[src/rtl/psq_pkg.sv]
// shared types and constants of the priority sleep queue
// no dependencies; used by priority_sleep_queue_top and the testbench
package psq_pkg;

  localparam int unsigned QUEUE_DEPTH = 16;
  localparam int unsigned ID_BITS     = 8;

  localparam int unsigned MODE_W   = 2;
  localparam int unsigned PORT_ID_W = 8;
  localparam int unsigned PRI_W    = 6;
  localparam int unsigned STATUS_W = 2;

  localparam logic [PRI_W-1:0] MAX_PRIORITY = PRI_W'(48);

  localparam logic [MODE_W-1:0] MODE_INSERT   = 2'd0;
  localparam logic [MODE_W-1:0] MODE_WAKE_ONE = 2'd1;
  localparam logic [MODE_W-1:0] MODE_WAKE_ALL = 2'd2;
  localparam logic [MODE_W-1:0] MODE_RESERVED = 2'd3;

  localparam logic [STATUS_W-1:0] STATUS_QUEUED = 2'd0;
  localparam logic [STATUS_W-1:0] STATUS_WOKEN  = 2'd1;
  localparam logic [STATUS_W-1:0] STATUS_EMPTY  = 2'd2;
  localparam logic [STATUS_W-1:0] STATUS_FULL   = 2'd3;

  typedef struct packed {
    logic [MODE_W-1:0]    mode;
    logic [PORT_ID_W-1:0] waiter_id;
    logic [PRI_W-1:0]     priority_req;
    logic                 interruptible;
  } psq_in_t;

  typedef struct packed {
    logic [STATUS_W-1:0]  status;
    logic [PORT_ID_W-1:0] woken_id;
    logic [PRI_W-1:0]     woken_priority;
    logic                 woken_interruptible;
    logic                 last;
  } psq_out_t;

endpackage

[src/rtl/psq_store.sv]
// entry storage of the priority sleep queue: one write port, one read port
// with registered read data; depends on nothing
module psq_store #(
  parameter int unsigned DEPTH = 16,
  parameter int unsigned WIDTH = 15
) (
  input  logic                     clk_i,
  input  logic                     we_i,
  input  logic [$clog2(DEPTH)-1:0] waddr_i,
  input  logic [WIDTH-1:0]         wdata_i,
  input  logic                     re_i,
  input  logic [$clog2(DEPTH)-1:0] raddr_i,
  output logic [WIDTH-1:0]         rdata_o
);

  logic [WIDTH-1:0] mem [DEPTH];
  logic [WIDTH-1:0] rdata_q;

  always_ff @(posedge clk_i) begin
    if (we_i) begin
      mem[waddr_i] <= wdata_i;
    end
  end

  always_ff @(posedge clk_i) begin
    if (re_i) begin
      rdata_q <= mem[raddr_i];
    end
  end

  assign rdata_o = rdata_q;

endmodule

[src/rtl/priority_sleep_queue_top.sv]
// priority sleep queue: entries kept in descending priority, fifo among equals
// after an accepted transaction in_ready_o stays low while it is processed: an insert
// reads and shifts back each lower priority entry in turn, a wake-all hands out one
// result per entry, an ignored mode leaves it high, receiver stalls lengthen it; the pace is
// set by the single memory read port; the last result is valid as in_ready_o returns
// reset (rst_ni low) empties the queue at once; entry storage is not cleared
module priority_sleep_queue_top #(
  parameter int unsigned QUEUE_DEPTH = psq_pkg::QUEUE_DEPTH,
  parameter int unsigned ID_BITS     = psq_pkg::ID_BITS
) (
  input  logic             clk_i,
  input  logic             rst_ni,
  input  logic             in_valid_i,
  output logic             in_ready_o,
  input  psq_pkg::psq_in_t in_data_i,
  output logic             out_valid_o,
  input  logic             out_ready_i,
  output psq_pkg::psq_out_t out_data_o
);

  import psq_pkg::*;

  localparam int unsigned PTR_W   = $clog2(QUEUE_DEPTH);
  localparam int unsigned CNT_W   = $clog2(QUEUE_DEPTH + 1);
  localparam int unsigned ENTRY_W = ID_BITS + PRI_W + 1;
  // id bits that survive between the port width and the stored width
  localparam int unsigned KEEP_W  = (ID_BITS < PORT_ID_W) ? ID_BITS : PORT_ID_W;

  // sequencer states
  localparam logic [2:0] ST_IDLE    = 3'd0;
  localparam logic [2:0] ST_RESP    = 3'd1;  // single status-only result
  localparam logic [2:0] ST_INS_CHK = 3'd2;  // decide: place new entry or read the one ahead
  localparam logic [2:0] ST_INS_CMP = 3'd3;  // compare the read entry, shift it back or stop
  localparam logic [2:0] ST_W1_OUT  = 3'd4;  // head entry read, hand it out
  localparam logic [2:0] ST_WA_RD   = 3'd5;  // wake-all: read next entry
  localparam logic [2:0] ST_WA_OUT  = 3'd6;  // wake-all: hand entry out

  logic [2:0]          state_q, state_d;
  logic [PTR_W-1:0]    head_q, head_d;
  logic [CNT_W-1:0]    count_q, count_d;
  logic [CNT_W-1:0]    idx_q, idx_d;
  logic [STATUS_W-1:0] status_q, status_d;
  logic [ENTRY_W-1:0]  new_q, new_d;

  logic     out_valid_q, out_valid_d;
  psq_out_t out_q, out_d;

  // memory port signals
  logic               mem_we, mem_re;
  logic [ENTRY_W-1:0] mem_wdata, mem_rdata;

  // shared unit: circular address adder and priority compare
  logic [CNT_W-1:0] offset;
  logic [PTR_W:0]   addr_sum;
  logic [PTR_W-1:0] phys_addr;
  logic             rd_lower;

  logic [PRI_W-1:0] req_pri;
  logic             out_free;
  logic             wa_last;

  logic [ID_BITS-1:0] rd_id;
  logic [PRI_W-1:0]   rd_pri;
  logic               rd_flg;

  assign rd_id  = mem_rdata[ENTRY_W-1 -: ID_BITS];
  assign rd_pri = mem_rdata[PRI_W:1];
  assign rd_flg = mem_rdata[0];

  // head plus logical offset, wrapped into the ring
  assign addr_sum  = {1'b0, head_q} + {1'b0, offset[PTR_W-1:0]};
  assign phys_addr = (addr_sum >= (PTR_W+1)'(QUEUE_DEPTH))
                   ? PTR_W'(addr_sum - (PTR_W+1)'(QUEUE_DEPTH))
                   : addr_sum[PTR_W-1:0];
  // the new entry goes ahead of the first strictly lower priority, so we shift
  // back only those
  assign rd_lower  = rd_pri < new_q[PRI_W:1];

  assign req_pri  = (in_data_i.priority_req > MAX_PRIORITY) ? MAX_PRIORITY
                                                            : in_data_i.priority_req;
  assign out_free = !out_valid_q || out_ready_i;
  assign wa_last  = (idx_q + CNT_W'(1)) == count_q;

  assign in_ready_o  = (state_q == ST_IDLE);
  assign out_valid_o = out_valid_q;
  assign out_data_o  = out_q;

  always_comb begin
    state_d     = state_q;
    head_d      = head_q;
    count_d     = count_q;
    idx_d       = idx_q;
    status_d    = status_q;
    new_d       = new_q;
    out_d       = out_q;
    out_valid_d = out_valid_q && !out_ready_i;
    offset      = idx_q;
    mem_we      = 1'b0;
    mem_re      = 1'b0;
    mem_wdata   = new_q;

    unique case (state_q)
      ST_IDLE: begin
        offset = '0;
        if (in_valid_i) begin
          unique case (in_data_i.mode)
            MODE_INSERT: begin
              if (count_q == CNT_W'(QUEUE_DEPTH)) begin
                status_d = STATUS_FULL;
                state_d  = ST_RESP;
              end else begin
                new_d   = {ID_BITS'(in_data_i.waiter_id[KEEP_W-1:0]), req_pri,
                           in_data_i.interruptible};
                idx_d   = count_q;
                state_d = ST_INS_CHK;
              end
            end
            MODE_WAKE_ONE: begin
              if (count_q == '0) begin
                status_d = STATUS_EMPTY;
                state_d  = ST_RESP;
              end else begin
                mem_re  = 1'b1;  // head entry
                state_d = ST_W1_OUT;
              end
            end
            MODE_WAKE_ALL: begin
              if (count_q == '0) begin
                status_d = STATUS_EMPTY;
                state_d  = ST_RESP;
              end else begin
                idx_d   = '0;
                state_d = ST_WA_RD;
              end
            end
            default: begin
              // unused mode: transaction taken, nothing happens
              state_d = ST_IDLE;
            end
          endcase
        end
      end

      ST_RESP: begin
        if (out_free) begin
          out_d       = '{status: status_q, woken_id: '0, woken_priority: '0,
                          woken_interruptible: 1'b0, last: 1'b1};
          out_valid_d = 1'b1;
          state_d     = ST_IDLE;
        end
      end

      ST_INS_CHK: begin
        if (idx_q == '0) begin
          // reached the head: new entry becomes the head
          mem_we   = 1'b1;
          count_d  = count_q + CNT_W'(1);
          status_d = STATUS_QUEUED;
          state_d  = ST_RESP;
        end else begin
          offset  = idx_q - CNT_W'(1);
          mem_re  = 1'b1;
          state_d = ST_INS_CMP;
        end
      end

      ST_INS_CMP: begin
        mem_we = 1'b1;
        if (rd_lower) begin
          // move the lower priority entry one slot toward the tail
          mem_wdata = mem_rdata;
          idx_d     = idx_q - CNT_W'(1);
          state_d   = ST_INS_CHK;
        end else begin
          count_d  = count_q + CNT_W'(1);
          status_d = STATUS_QUEUED;
          state_d  = ST_RESP;
        end
      end

      ST_W1_OUT: begin
        offset = CNT_W'(1);
        if (out_free) begin
          out_d       = '{status: STATUS_WOKEN, woken_id: PORT_ID_W'(rd_id[KEEP_W-1:0]),
                          woken_priority: rd_pri, woken_interruptible: rd_flg,
                          last: 1'b1};
          out_valid_d = 1'b1;
          head_d      = phys_addr;
          count_d     = count_q - CNT_W'(1);
          state_d     = ST_IDLE;
        end
      end

      ST_WA_RD: begin
        mem_re  = 1'b1;
        state_d = ST_WA_OUT;
      end

      ST_WA_OUT: begin
        if (out_free) begin
          out_d       = '{status: STATUS_WOKEN, woken_id: PORT_ID_W'(rd_id[KEEP_W-1:0]),
                          woken_priority: rd_pri, woken_interruptible: rd_flg,
                          last: wa_last};
          out_valid_d = 1'b1;
          if (wa_last) begin
            count_d = '0;
            state_d = ST_IDLE;
          end else begin
            idx_d   = idx_q + CNT_W'(1);
            state_d = ST_WA_RD;
          end
        end
      end

      default: begin
        state_d = ST_IDLE;
      end
    endcase
  end

  always_ff @(posedge clk_i or negedge rst_ni) begin
    if (!rst_ni) begin
      state_q     <= ST_IDLE;
      head_q      <= '0;
      count_q     <= '0;
      out_valid_q <= 1'b0;
    end else begin
      state_q     <= state_d;
      head_q      <= head_d;
      count_q     <= count_d;
      out_valid_q <= out_valid_d;
    end
  end

  // payload and work registers, no reset needed
  always_ff @(posedge clk_i) begin
    idx_q    <= idx_d;
    status_q <= status_d;
    new_q    <= new_d;
    out_q    <= out_d;
  end

  psq_store #(
    .DEPTH (QUEUE_DEPTH),
    .WIDTH (ENTRY_W)
  ) u_store (
    .clk_i   (clk_i),
    .we_i    (mem_we),
    .waddr_i (phys_addr),
    .wdata_i (mem_wdata),
    .re_i    (mem_re),
    .raddr_i (phys_addr),
    .rdata_o (mem_rdata)
  );

endmodule

[config.mk]
export PLATFORM = sky130hd
export DESIGN_NAME = priority_sleep_queue_top
export DESIGN_NICKNAME = d
export VERILOG_FILES = /design/src/rtl/psq_pkg.sv /design/src/rtl/psq_store.sv /design/src/rtl/priority_sleep_queue_top.sv
export SDC_FILE = /design/constraint.sdc
export NUM_CORES = 1
export LEC_CHECK = 0
export BUFFER_PORTS_ARGS = -buffer_cell sky130_fd_sc_hd__buf_2
export CORE_ASPECT_RATIO = 0.5
export CORE_MARGIN = 5
export CORE_UTILIZATION = 51
export DETAILED_ROUTE_END_ITERATION = 8
export HOLD_SLACK_MARGIN = 0.02
export PLACE_DENSITY_LB_ADDON = 0.08
export SYNTH_ARGS = -nofsm -noshare
export SYNTH_HDL_FRONTEND = slang
export SYNTH_SLANG_ARGS = --single-unit
[constraint.sdc]
create_clock -name clk_i -period 10.5 [get_ports clk_i]
set_input_delay 1.05 -clock clk_i [delete_from_list [all_inputs] [get_ports clk_i]]
set_output_delay 1.05 -clock clk_i [all_outputs]
set_load 0.03 [all_outputs]
; Yosys cells after proc, flatten, opt, wreduce, memory -nomap -nowiden
; Memory sizes are Yosys's and may differ from the RTL's. A register that Yosys moved wholly into a read port is not among the register bits.
; Cells that the tools add are included.
; W data, S select, Z words.
[totals]
reg_bits = 53
mem_count = 1
input_bits = 21
out_inout_bits = 20
word_cells = 124
ramBits = 240
[classes]
n_lt_le_gt_ge = 3
reduce_logical = 22
bitwise = 1
muxes = 52
eq_ne = 26
n_addsub = 6
[memory_table]
columns = name, depth, word_bits, read_ports, rd_clocked_by_memory_dff, write_ports, line_no
row1 = u_store.mem, 16, 15, 1, 1, 1, psq_store.sv:16  ; logic [WIDTH-1:0] mem [DEPTH];
[ops]
columns = cell, n
row1 = $mux W5, 11
row2 = $mux W18, 3
row3 = $pmux W18 S3, 1
row4 = $mux W15, 2
row5 = $pmux W5 S4, 1
row6 = $mux W3, 6
row7 = $ne A2 B2 Y1 const B, 9
row8 = $pmux W3 S6, 1
row9 = $mux W2, 8
row10 = $pmux W5 S3, 1
row11 = $pmux W4 S3, 1
row12 = $add A5 B1 Y5 const B, 2
row13 = $logic_not A5 Y1, 2
row14 = $pmux W5 S2, 1
row15 = $sub A5 B1 Y5 const B, 2
row16 = $eq A3 B3 Y1 const B, 3
row17 = $mux W1, 9
row18 = $ne A3 B3 Y1 const B, 3
row19 = $pmux W3 S3, 1
row20 = $reduce_bool A3 Y1, 3
row21 = $mux W4, 2
row22 = $reduce_and A4 Y1, 2
row23 = $reduce_and A8 Y1, 1
row24 = $reduce_and A7 Y1, 1
row25 = 30 further kinds, 34

; Longest topological paths before layout
; Gate-level depths: netlist of run 1.
[depth]
word_depth = 6
mapped_depth = 14
depth_no_buf = 13

; Modules after synthesis
; From an unflattened synthesis of run 1, not the netlist that was laid out.
[hier_totals]
hier_cells = 697
hier_area_um2 = 12899.9
[by_module_without_submodules]
columns = mod, cells_each, area_per_inst_um2, n_inst
row1 = psq_store, 406, 9596.7, 1
row2 = priority_sleep_queue_top, 291, 3303.2, 1

; Least setup slack after synthesis of run 1
; OpenSTA, ideal clock, no wires.
[synth_path]
path_type = register -> register
start = register idx_q[0]
end = memory u_store.mem[2][0], enable pin
required_time_ns = 10.114
t_arrival_ns = 3.568
setup_time_ns = 0.386
setup_slack_ns = 6.545
stages_incl_launch_ff = 14
period_less_slack_ns = 3.955
path_cell_list = edfxtp_1 > inv_1 > ha_1 > nor4b_4 > o21ai_0 > a21oi_1 > a21oi_1 > ha_1 > inv_1 > fa_1 > clkbuf_1 > clkbuf_1 > or3_1 > nor2_1
[synth_between]
elab_chain_cells = 6
word_cells_on_any_way = 12
cone_classes = 3 x add/sub / 1 x order compare / 7 x mux / 1 x reduce/logical
[synth_lines]
columns = element, line_no
row1 = from (decl), priority_sleep_queue_top.sv:41  ; logic [CNT_W-1:0] idx_q, idx_d;
row2 = from (signal assigned), priority_sleep_queue_top.sv:237  ; idx_q <= idx_d;
row3 = $sub A5 B1 Y5 / $logic_not A5 Y1 (equally long branches), -
row4 = $mux W4, priority_sleep_queue_top.sv:154  ; if (idx_q == '0) begin
row5 = $pmux W4 S3, priority_sleep_queue_top.sv:102  ; unique case (state_q)
row6 = $add A4 B4 Y5, priority_sleep_queue_top.sv:71  ; assign addr_sum = {1'b0, head_q} + {1'b0, offset[PTR_W-1:0]};
row7 = $sub A4 B1 Y4 / $ge A5 B5 Y1 (equally long branches), "priority_sleep_queue_top.sv:73, priority_sleep_queue_top.sv:72"
row8 = $mux W4, priority_sleep_queue_top.sv:73  ; ? PTR_W'(addr_sum - (PTR_W+1)'(QUEUE_DEPTH))
row9 = to (decl), psq_store.sv:16
; Several ways; a longest one is shown, not always the timed one.

; Worst setup path in the final report of run 1
[layout_path]
start = register idx_q[0]
end = memory u_store.mem[1][9], enable pin
; The elaborated chain is that of the path after synthesis.

==> run_summary.xml, run 1 <==
<?xml version="1.0" encoding="UTF-8"?>
<metrics>
  <group name="synthesis">
    <metric name="synth_edf_count" unit="">295</metric>
    <metric name="yosys.area.top_type" unit="">edfxtp_1</metric>
    <metric name="yosys.area.top_type_share" unit="%">69.2</metric>
    <metric name="async_set_or_reset_flop_fraction_in_the_synthesized_netlist" unit="%">4.22</metric>
    <metric name="synth_warnings" unit="">0</metric>
    <metric name="portion_of_the_post_synthesis_area_used_by_sequential_elements" unit="%">71.7</metric>
    <metric name="synth_ff_type" unit="">edfxtp_1</metric>
    <metric name="syn_area_per_cell" unit="um^2">19.0</metric>
    <metric name="yosysUniqueCellTypes" unit="">57</metric>
    <metric name="synth_fp_nets" unit="">715</metric>
    <metric name="netlist_area" unit="um^2">12800</metric>
    <metric name="number_of_flip_flops_and_latches_in_the_synthesized_netlist" unit="">308</metric>
    <metric name="synth_area_leaders" unit="">edfxtp_1, mux4_2, dfrtp_1, ha_1, mux2_2</metric>
    <metric name="syn_inst" unit="">674</metric>
  </group>
  <group name="place">
    <metric name="detailed_place.area" unit="um^2">13400</metric>
    <metric name="port_buffer_cells" unit="">40</metric>
    <metric name="gp_routability_congestion" unit="">0.889</metric>
    <metric name="detailedPlacementHpwl" unit="um">18500</metric>
  </group>
  <group name="die">
    <metric name="coreArea" unit="um^2">25000</metric>
    <metric name="dieArea" unit="um^2">28600</metric>
    <metric name="row_count" unit="">41</metric>
    <metric name="dieWidth" unit="um">234</metric>
    <metric name="fp.dieH" unit="um">122</metric>
    <metric name="io_pins" unit="">41</metric>
    <metric name="start_util" unit="%">51.3</metric>
  </group>
  <group name="clocking">
    <metric name="cts_max_path_buffers" unit="">3</metric>
    <metric name="cts_tree" unit="">yes</metric>
    <metric name="cts_setup_buffers" unit="">0</metric>
    <metric name="resized_after_cts" unit="">0</metric>
    <metric name="cts.root.buffer_cell" unit="">clkbuf_16</metric>
    <metric name="cts-buffers-inserted" unit="">27</metric>
    <metric name="cts.hold.buffers_added" unit="">0</metric>
    <metric name="cts_htree_levels" unit="">1</metric>
    <metric name="clk_transition_reported_paths" unit="ps">60</metric>
    <metric name="numClockSinks" unit="">308</metric>
    <metric name="clock_latency_at_the_later_pin_of_the_worst_skew_pair" unit="ps">550</metric>
  </group>
  <group name="job">
    <metric name="drv.max_cap_violation_count" unit="">0</metric>
  </group>
  <group name="sta">
    <metric name="max-slew-margin-rel" unit="%">23.4</metric>
    <metric name="finalSetupViolCount" unit="">0</metric>
    <metric name="final_hold_viol_count" unit="">0</metric>
    <metric name="worst_hold_slack" unit="ps">432</metric>
    <metric name="finalMaxSlewViolations" unit="">0</metric>
    <metric name="min_period_over_period" unit="%">45.5</metric>
    <metric name="clock_skew" unit="ps">33.6</metric>
    <metric name="setup_tns" unit="ps">0</metric>
    <metric name="max_freq" unit="MHz">209</metric>
    <metric name="rsz_0062_raised_after_global_routing" unit="">false</metric>
    <metric name="timing_worst_slew_pin_value" unit="ps">1150</metric>
    <metric name="final_period_minus_worst_setup_slack" unit="ps">4780</metric>
  </group>
  <group name="layout">
    <metric name="layout.cells.most_common" unit="">edfxtp_1</metric>
    <metric name="nNetsFinal" unit="">758</metric>
    <metric name="diodes_inserted" unit="">0</metric>
    <metric name="syn_to_final_growth" unit="%">11.5</metric>
    <metric name="layout.cells.most_common_list" unit="">edfxtp_1, mux4_2, buf_2</metric>
    <metric name="layout-drive-gt1-share" unit="%">29.0</metric>
    <metric name="post-route-cell-area" unit="um^2">14300</metric>
  </group>
  <group name="power_and_ir_drop">
    <metric name="total_power" unit="W">0.00470</metric>
    <metric name="cellPowerDensity" unit="nW/um^2">329</metric>
    <metric name="power.leakage" unit="nW">4.74</metric>
    <metric name="peak_supply_drop" unit="mV">0.237</metric>
  </group>
  <group name="run_status">
    <metric name="result_of_the_run" unit="">completed</metric>
  </group>
  <group name="setup_path">
    <metric name="rr_endpoint" unit="">u_store.mem[1][9]</metric>
    <metric name="cp-start-kind" unit="">flop</metric>
    <metric name="worst-r2r-cell-count" unit="">11</metric>
    <metric name="critPathMostFrequentCell" unit="">inv_1</metric>
    <metric name="data_arrival_time_of_the_critical_path" unit="ps">4930</metric>
    <metric name="critical_path.slowest_cell" unit="">nor2_2</metric>
    <metric name="setup.worst_path.class" unit="">reg2reg</metric>
    <metric name="cp_slowest_stage_delay" unit="ps">810</metric>
    <metric name="regToRegSetupSlack" unit="ps">5720</metric>
    <metric name="timing.rr.start" unit="">idx_q[0]</metric>
    <metric name="worst_path_cell_chain" unit="">inv_1 -&gt; ha_1 -&gt; nor4b_4 -&gt; o21ai_0 -&gt; a21oi_1 -&gt; ha_4 -&gt; inv_1 -&gt; fa_2 -&gt; buf_4 -&gt; nand3_1 -&gt; nor2_2</metric>
    <metric name="timing.critical_path.fanout_max" unit="">65</metric>
    <metric name="critPathCaptureType" unit="">flop</metric>
    <metric name="worst-endpoint-required" unit="ps">10650</metric>
  </group>
  <group name="grt">
    <metric name="global_route_wire_length_before_repair" unit="um">41500</metric>
    <metric name="groute.usage.overall" unit="%">20.1</metric>
    <metric name="grt_pass1_vias" unit="">6423</metric>
    <metric name="largest_net_degree_at_the_start_of_global_routing" unit="">66</metric>
    <metric name="grt_overflow_total" unit="">0</metric>
    <metric name="antenna_found_initial" unit="">1</metric>
  </group>
  <group name="routing">
    <metric name="detail_route.iter0.violations" unit="">680</metric>
    <metric name="routed_len_inst" unit="um">25.6</metric>
    <metric name="final_routed_wirelength" unit="um">27700</metric>
    <metric name="drt_pre_antenna_iters" unit="">5</metric>
    <metric name="ant_nets" unit="">0</metric>
    <metric name="drc" unit="">0</metric>
    <metric name="vias" unit="">6377</metric>
    <metric name="viasPerCell" unit="">5.89</metric>
  </group>
  <group name="worst_hold_path">
    <metric name="hold_class" unit="">in2async</metric>
  </group>
</metrics>
## metal layers
layer	part of all wire, %	track usage [%]	vias up
met5	0	0	-
met4	2.2	4.14	0
met3	7.0	5.05	42
met2	42	27.8	213
met1	49	32.5	3330
li1	-	-	2792
## area by class of cell
| cell class | count | area (um^2) |
|---|---|---|
| clock buffers | 34 | 722 |
| repair buffers | 46 | 245 |
| well taps | 344 | 430 |
| clock inverters | 16 | 161 |
| multi-input cells | 312 | 3460 |
| inverters | 22 | 82.6 |
| fillers | 1866 | 10700 |
| flip-flops and latches | 308 | 9180 |
## cell usage after synthesis (4+ instances only)
cell / instances
nor2_1: 37
dfrtp_1: 13
nand2b_1: 4
nand3_1: 6
mux4_2: 73
buf_1: 5
ha_1: 18
mux2_2: 20
clkbuf_1: 21
xor2_1: 5
a22o_1: 6
nor2b_1: 4
nand2_1: 22
o21ai_0: 19
and2_1: 17
a21oi_1: 18
inv_1: 22
edfxtp_1: 295
and3_1: 6
xnor2_1: 11
## stage by stage
| stage | worst slack (ps) | util (%) | std cells |
|---|---|---|---|
| floorplan | 6550 | - | 674 |
| global placement | 5810 | 53.7 | 1032 |
| detailed placement | 5620 | 53.7 | 1032 |
| CTS | 5620 | 57.2 | 1082 |
| global route | 5330 | 57.2 | 1082 |
| finish | 5720 | 57.2 | 1082 |
## worst max path at each step
stage / start / endpoint / slack [ps] / cells past startpoint
6_report: idx_q[0] / u_store.mem[1][9] / 5720 / 11
3_5_place_dp: idx_q[0] / u_store.mem[9][13] / 5620 / 11
3_3_place_gp: idx_q[0] / u_store.mem[8][13] / 5810 / 11
2_1_floorplan: idx_q[0] / u_store.mem[2][0] / 6550 / 13
4_1_cts: idx_q[0] / u_store.mem[9][4] / 5620 / 11
5_1_grt: idx_q[0] / u_store.mem[1][9] / 5330 / 11
## report_power, final
part | total [W] | internal, W | switching [W]
Combinational | 0.00203 | 0.000924 | 0.00111
Clock | 0.000997 | 0.000562 | 0.000435
Sequential | 0.00167 | 0.00157 | 0.000101
Total | 0.00470 | 0.00305 | 0.00165
## state kept, by name, summed over array words and instances (netlist names)
| name | cells |
|---|---|
| u_store.mem | 240 |
| out_data_o | 18 |
| new_q | 15 |
| u_store.rdata_o | 15 |
| count_q | 5 |
| idx_q | 5 |
| head_q | 4 |
| state_q | 3 |
| status_q | 2 |
| out_valid_o | 1 |
## kinds of logic (layout without fill, tap and decap cells)
kind of cell | after synthesis | count (layout) | synth area share [%]
AO/OA/AOI/OAI | 64 | 64 | 3.45
XOR/XNOR | 17 | 17 | 1.22
adder cells (fa/ha/maj) | 20 | 20 | 2.07
buffers and inverters | 54 | 118 | 1.81
flip-flops | 308 | 308 | 71.7
multiplexers | 98 | 98 | 15.2
AND/OR/NAND/NOR | 113 | 113 | 4.52
## worst max-delay path, delay by kind of cell, from the launching register on
| kind | cells | cell delay, ps |
|---|---|---|
| buf+inv | 3 | 930 |
| compound gates | 2 | 430 |
| fa+ha+maj | 3 | 860 |
| flops | 1 | 500 |
| simple gates | 3 | 1660 |
Power figures use the tool's default switching activity.
==> run 2: changes to the inputs <==
clock period = 4.3 ns   (was 10.5 ns; I/O delays follow)
==> run 2 against run 1 <==
Net effect:
- register-to-register slack got worse by 5400 ps
- sequential power rose by 140%
- largest power group unchanged
- non-clock buffer count rose by 47
- die area did not move
- via count rose by 4.1%
- cell count rose by 4.3%
==> run_summary.xml, run 2 (synthesis results as in run 1) <==
<?xml version="1.0" encoding="UTF-8"?>
<metrics>
  <group name="power_and_ir_drop">
    <metric name="switchingPower" unit="W">0.00382</metric>
    <metric name="power.share.clock" unit="%">20.8</metric>
    <metric name="pwr-share-seq" unit="%">35.1</metric>
    <metric name="p_int" unit="W">0.00764</metric>
    <metric name="peak_supply_drop" unit="mV">0.411</metric>
    <metric name="share_comb_of_total_power" unit="%">44.1</metric>
    <metric name="power_switching_share" unit="%">33.3</metric>
    <metric name="power.leakage" unit="nW">4.99</metric>
    <metric name="cellPowerDensity" unit="nW/um^2">781</metric>
    <metric name="total_power" unit="W">0.0115</metric>
  </group>
  <group name="routing">
    <metric name="detail_route.iter0.violations" unit="">616</metric>
    <metric name="viasPerCell" unit="">5.88</metric>
    <metric name="final_routed_wirelength" unit="um">29400</metric>
    <metric name="routed_len_inst" unit="um">26.0</metric>
    <metric name="drc" unit="">0</metric>
    <metric name="vias" unit="">6641</metric>
    <metric name="drt_pre_antenna_iters" unit="">5</metric>
    <metric name="ant_nets" unit="">0</metric>
  </group>
  <group name="run_status">
    <metric name="result_of_the_run" unit="">completed</metric>
  </group>
  <group name="layout">
    <metric name="diodes_inserted" unit="">0</metric>
    <metric name="max_flop_register" unit="">u_store.mem</metric>
    <metric name="nNetsFinal" unit="">805</metric>
    <metric name="largest_register_ffs" unit="">240</metric>
    <metric name="layout.cells.most_common" unit="">edfxtp_1</metric>
    <metric name="post-route-util" unit="%">58.8</metric>
    <metric name="layout.cells.most_common_list" unit="">edfxtp_1, mux4_2, buf_4</metric>
    <metric name="syn_to_final_growth" unit="%">14.6</metric>
    <metric name="layout-drive-gt1-share" unit="%">32.1</metric>
  </group>
  <group name="setup_path">
    <metric name="critPathCaptureType" unit="">flop</metric>
    <metric name="timing.critical_path.from" unit="">idx_q[1]</metric>
    <metric name="rr_endpoint" unit="">u_store.mem[13][0]</metric>
    <metric name="timing.critical_path.fanout_max" unit="">12</metric>
    <metric name="worst-endpoint-required" unit="ps">4520</metric>
    <metric name="regToRegSetupSlack" unit="ps">310</metric>
    <metric name="worst-r2r-cell-count" unit="">14</metric>
    <metric name="cp-start-kind" unit="">flop</metric>
    <metric name="timing.rr.start" unit="">idx_q[1]</metric>
    <metric name="data_arrival_time_of_the_critical_path" unit="ps">4210</metric>
    <metric name="setup.worst_path.class" unit="">reg2reg</metric>
  </group>
  <group name="place">
    <metric name="port_buffer_cells" unit="">40</metric>
    <metric name="worst_slack_at_placement" unit="ps">315</metric>
    <metric name="gp_routability_congestion" unit="">0.900</metric>
    <metric name="detailedPlacementHpwl" unit="um">19200</metric>
  </group>
  <group name="grt">
    <metric name="antenna_found_initial" unit="">0</metric>
    <metric name="grt_overflow_total" unit="">0</metric>
    <metric name="largest_net_degree_at_the_start_of_global_routing" unit="">34</metric>
    <metric name="grt_pass1_vias" unit="">6844</metric>
    <metric name="groute.usage.overall" unit="%">21.2</metric>
    <metric name="grt.met3_usage" unit="%">4.33</metric>
    <metric name="grt_busiest_layer" unit="">met2</metric>
    <metric name="met2_usage" unit="%">33.4</metric>
    <metric name="global_route_wire_length_before_repair" unit="um">44000</metric>
    <metric name="gr-usage-met1" unit="%">31.7</metric>
  </group>
  <group name="sta">
    <metric name="clock_skew" unit="ps">18.2</metric>
    <metric name="final_period_minus_worst_setup_slack" unit="ps">3990</metric>
    <metric name="worst_hold_slack" unit="ps">56.3</metric>
    <metric name="finalSetupViolCount" unit="">0</metric>
    <metric name="finalMaxSlewViolations" unit="">0</metric>
    <metric name="min_period_over_period" unit="%">92.8</metric>
    <metric name="final_hold_viol_count" unit="">0</metric>
    <metric name="timing_worst_slew_pin_value" unit="ps">1030</metric>
    <metric name="setup_tns" unit="ps">0</metric>
    <metric name="max-slew-margin-rel" unit="%">31.2</metric>
    <metric name="rsz_0062_raised_after_global_routing" unit="">false</metric>
    <metric name="final_critical_path_setup_slack" unit="ps">309</metric>
    <metric name="max_freq" unit="MHz">251</metric>
  </group>
  <group name="clocking">
    <metric name="cts.root.buffer_cell" unit="">clkbuf_16</metric>
    <metric name="numClockSinks" unit="">308</metric>
    <metric name="clk_transition_reported_paths" unit="ps">70</metric>
    <metric name="cts_tree" unit="">yes</metric>
    <metric name="cts_htree_levels" unit="">1</metric>
    <metric name="cts-buffers-inserted" unit="">27</metric>
    <metric name="cts_max_path_buffers" unit="">3</metric>
    <metric name="clock_latency_at_the_later_pin_of_the_worst_skew_pair" unit="ps">550</metric>
  </group>
  <group name="worst_hold_path">
    <metric name="min_path_cells" unit="">1</metric>
    <metric name="worstHoldEndpoint" unit="">new_q[0]</metric>
    <metric name="hold_class" unit="">in2reg</metric>
    <metric name="worstHoldStart" unit="">in_data_i[0]</metric>
  </group>
  <group name="die">
    <metric name="io_pins" unit="">41</metric>
    <metric name="coreArea" unit="um^2">25000</metric>
    <metric name="fp.dieH" unit="um">122</metric>
    <metric name="dieWidth" unit="um">234</metric>
    <metric name="row_count" unit="">41</metric>
    <metric name="start_util" unit="%">51.3</metric>
    <metric name="dieArea" unit="um^2">28600</metric>
  </group>
  <group name="job">
    <metric name="drv.max_cap_violation_count" unit="">0</metric>
  </group>
</metrics>
-- run 2: critical path, stage by stage, from the launching register on --
cell and delay, ps:
edfxtp_1 480, inv_1 120, ha_1 160, nor4b_4 370, nor2_1 130, mux2i_1 130
o21ai_0 230, ha_1 270, a21o_1 150, a21oi_1 160, xnor2_1 130, xnor2_2 640
nand2_2 210, nor2_2 190, buf_4 310
-- run 2: final cells by class --
type | count | area, um^2
Clock inverter | 18 | 160
Fill cell | 1897 | 10300
Inverter | 22 | 82.6
Tap cell | 344 | 430
Multi-Input combinational cell | 312 | 3460
Sequential cell | 308 | 9180
Timing Repair Buffer | 93 | 663
Clock buffer | 32 | 694
-- run 2: repair_timing --
action | 4_1_cts | 5_1_grt
buffers inserted | 0 | 0
hold endpoints to repair | 13 | 0
resized for setup | 0 | 0
setup endpoints to repair | 0 | 0
hold buffers | 1 | 0
-- run 2: through the flow --
stage / instance area (um^2) / instances
after detailed placement: 13800 / 1078
after floorplan: 12800 / 674
after global placement: 13800 / 1078
final: 14700 / 1129
after global routing: 14700 / 1129
after CTS: 14700 / 1129
-- run 2: worst max-delay path by stage --
| stage | endpoint |
|---|---|
| 2_1_floorplan | u_store.mem[2][0] |
| 3_5_place_dp | u_store.mem[13][6] |
| 6_report | u_store.mem[13][0] |
| 5_1_grt | u_store.mem[13][14] |
| 3_3_place_gp | u_store.mem[13][6] |
| 4_1_cts | u_store.mem[13][12] |
-- run 2: routing by layer --
layer | routed length (um) | vias up | share of wire (%)
li1 | - | 2883 | -
met1 | 13600 | 3504 | 46
met2 | 13500 | 217 | 46
met3 | 1780 | 37 | 6.1
met4 | 449 | 0 | 1.5
met5 | 0 | - | 0
-- run 2: power groups by stage --
stage                     registers, W  logic (W)  clock network, W
after detailed placement       0.00408    0.00510                 0
after CTS                      0.00402    0.00512           0.00243
final                          0.00402    0.00506           0.00238
after global placement         0.00408    0.00508                 0
after global routing           0.00405    0.00544           0.00257
after floorplan                0.00418    0.00346                 0
==> run 3: changes to the inputs <==
CORE_ASPECT_RATIO = 0.7   (was 0.5)
CTS_CLUSTER_SIZE = 10   (was not set)
REMOVE_ABC_BUFFERS = 1   (was not set)
==> run 3 against run 2 <==
Net effect:
- count of clock-buffer cells in the layout increased by 11
- register-to-register slack got worse by 40 ps
- clock power increased by 11%
- largest power group unchanged
- sequential power about the same
- power increased by 3.7%
==> run_summary.xml, run 3 (synthesis results as in run 1) <==
<?xml version="1.0" encoding="UTF-8"?>
<metrics>
  <group name="run_status">
    <metric name="result_of_the_run" unit="">completed</metric>
  </group>
  <group name="sta">
    <metric name="worst_hold_slack" unit="ps">99.7</metric>
    <metric name="setup_tns" unit="ps">0</metric>
    <metric name="timing_worst_slew_pin_value" unit="ps">721</metric>
    <metric name="final_period_minus_worst_setup_slack" unit="ps">4030</metric>
    <metric name="max-slew-margin-rel" unit="%">51.9</metric>
    <metric name="clock_skew" unit="ps">14.7</metric>
    <metric name="rsz_0062_raised_after_global_routing" unit="">false</metric>
    <metric name="max_freq" unit="MHz">248</metric>
    <metric name="min_period_over_period" unit="%">93.7</metric>
    <metric name="finalMaxSlewViolations" unit="">0</metric>
    <metric name="finalSetupViolCount" unit="">0</metric>
    <metric name="final_hold_viol_count" unit="">0</metric>
    <metric name="final_critical_path_setup_slack" unit="ps">271</metric>
  </group>
  <group name="setup_path">
    <metric name="worst_path_cell_chain" unit="">inv_1 -&gt; ha_1 -&gt; nor4b_4 -&gt; nor2_1 -&gt; mux2i_1 -&gt; o21ai_0 -&gt; ha_1 -&gt; a21o_1 -&gt; a21oi_1 -&gt; xnor2_1 -&gt; xnor2_4 -&gt; or2b_2 -&gt; nor2_2 -&gt; buf_4</metric>
    <metric name="worst-endpoint-required" unit="ps">4510</metric>
    <metric name="cp_slowest_stage_delay" unit="ps">410</metric>
    <metric name="critical_path.slowest_cell" unit="">edfxtp_1</metric>
    <metric name="critPathCaptureType" unit="">flop</metric>
    <metric name="worst-r2r-cell-count" unit="">14</metric>
    <metric name="data_arrival_time_of_the_critical_path" unit="ps">4240</metric>
    <metric name="critPathMostFrequentCell" unit="">ha_1</metric>
    <metric name="cpLargestDelayFamily" unit="">simple AND/OR/NAND/NOR gates</metric>
    <metric name="setup.worst_path.class" unit="">reg2reg</metric>
    <metric name="crit_cells" unit="">14</metric>
    <metric name="cp.buffers_inverters" unit="">2</metric>
    <metric name="timing.critical_path.fanout_max" unit="">13</metric>
    <metric name="cp-start-kind" unit="">flop</metric>
  </group>
  <group name="grt">
    <metric name="global_route_wire_length_before_repair" unit="um">45600</metric>
    <metric name="grt_pass1_vias" unit="">7054</metric>
    <metric name="antenna_found_initial" unit="">0</metric>
    <metric name="largest_net_degree_at_the_start_of_global_routing" unit="">49</metric>
    <metric name="groute.usage.overall" unit="%">22.0</metric>
    <metric name="grt_overflow_total" unit="">0</metric>
  </group>
  <group name="die">
    <metric name="row_count" unit="">48</metric>
    <metric name="dieWidth" unit="um">199</metric>
    <metric name="io_pins" unit="">41</metric>
    <metric name="fp.dieH" unit="um">143</metric>
    <metric name="coreArea" unit="um^2">24700</metric>
    <metric name="dieArea" unit="um^2">28400</metric>
    <metric name="start_util" unit="%">51.9</metric>
  </group>
  <group name="layout">
    <metric name="max_flop_register" unit="">u_store.mem</metric>
    <metric name="diodes_inserted" unit="">0</metric>
    <metric name="layout.cells.most_common" unit="">edfxtp_1</metric>
    <metric name="final_cell_count_no_fill" unit="">1112</metric>
    <metric name="syn_to_final_growth" unit="%">16.0</metric>
    <metric name="layout-drive-gt1-share" unit="%">33.4</metric>
    <metric name="largest_register_ffs" unit="">240</metric>
    <metric name="layout.cells.most_common_list" unit="">edfxtp_1, mux4_2, buf_4</metric>
    <metric name="nNetsFinal" unit="">821</metric>
  </group>
  <group name="power_and_ir_drop">
    <metric name="total_power" unit="W">0.0119</metric>
    <metric name="peak_supply_drop" unit="mV">0.581</metric>
    <metric name="cellPowerDensity" unit="nW/um^2">800</metric>
    <metric name="power.leakage" unit="nW">5.09</metric>
  </group>
  <group name="clocking">
    <metric name="cts_tree" unit="">yes</metric>
    <metric name="clk_transition_reported_paths" unit="ps">50</metric>
    <metric name="cts_htree_levels" unit="">2</metric>
    <metric name="cts_max_path_buffers" unit="">3</metric>
    <metric name="clock_latency_at_the_later_pin_of_the_worst_skew_pair" unit="ps">510</metric>
    <metric name="numClockSinks" unit="">308</metric>
    <metric name="cts.root.buffer_cell" unit="">clkbuf_16</metric>
    <metric name="cts-buffers-inserted" unit="">36</metric>
  </group>
  <group name="place">
    <metric name="port_buffer_cells" unit="">40</metric>
    <metric name="place.detailed.instances" unit="">1065</metric>
    <metric name="detailedPlacementHpwl" unit="um">20200</metric>
    <metric name="worst_slack_at_placement" unit="ps">186</metric>
    <metric name="gp_routability_congestion" unit="">0.895</metric>
  </group>
  <group name="routing">
    <metric name="routed_len_inst" unit="um">27.5</metric>
    <metric name="viasPerCell" unit="">6.13</metric>
    <metric name="ant_nets" unit="">0</metric>
    <metric name="drt_pre_antenna_iters" unit="">5</metric>
    <metric name="vias" unit="">6820</metric>
    <metric name="final_routed_wirelength" unit="um">30500</metric>
    <metric name="detail_route.iter0.violations" unit="">744</metric>
    <metric name="drc" unit="">0</metric>
  </group>
  <group name="worst_hold_path">
    <metric name="hold_class" unit="">in2reg</metric>
    <metric name="min_path_cells" unit="">1</metric>
  </group>
  <group name="job">
    <metric name="drv.max_cap_violation_count" unit="">0</metric>
  </group>
</metrics>
-- run 3: cell types whose count changed in the layout (fill, tap and decap cells not counted) --
cell	change
buf_4	+7
bufinv_16	-3
clkbuf_16	+11
clkinv_1	-9
clkinv_2	-3
clkinv_4	-1
clkinv_8	+1
inv_6	-1
xnor2_2	-1
xnor2_4	+1
-- run 3: power breakdown --
group	leakage [nW]	switching, W	total (W)	internal [W]
sequential	2.83	0.000193	0.00402	0.00383
clock	0.483	0.00108	0.00265	0.00157
combinational	1.77	0.00272	0.00521	0.00249
-- run 3: metrics by stage --
step                      util [%]  instance area (um^2)
after global placement        56.0                 13800
final                         60.2                 14900
after floorplan                  -                 12700
after global routing          60.2                 14900
after CTS                     60.0                 14800
after detailed placement      56.0                 13800
-- run 3: what timing repair did --
action,4_1_cts,5_1_grt
setup buffers,0,1
hold endpoints to repair,13,0
hold buffers,1,0
resized for setup,0,1
setup endpoints to repair,0,115
-- run 3: final timing paths --
kind | slack [ps] | endpoint | from
worst max-delay path | 270 | u_store.mem[4][9] | idx_q[0]
worst min-delay path | 100 | new_q[13] | in_data_i[13]
worst max register to register | 270 | u_store.mem[4][9] | idx_q[0]
worst min register to register | 510 | out_data_o[16] | status_q[0]
max in group asynchronous | 3710 | head_q[3] | rst_ni
min in group asynchronous | 340 | count_q[1] | rst_ni
-- run 3: per-layer routing --
layer / global-route usage (%) / vias to the layer above / routed length, um
met3: 4.09 / 31 / 2340
met4: 4.39 / 0 / 380
met1: 34.5 / 3598 / 13800
met5: 0 / - / 0
li1: - / 2906 / -
met2: 33.1 / 285 / 14100
-- run 3: area by class of cell --
type                            instances  area [um^2]
Tap cell                              325          407
Timing Repair Buffer                  100          716
Clock buffer                           43          970
Fill cell                            1782         9830
Multi-Input combinational cell        312         3470
Sequential cell                       308         9180
Inverter                               22         82.6
Clock inverter                          2         20.0
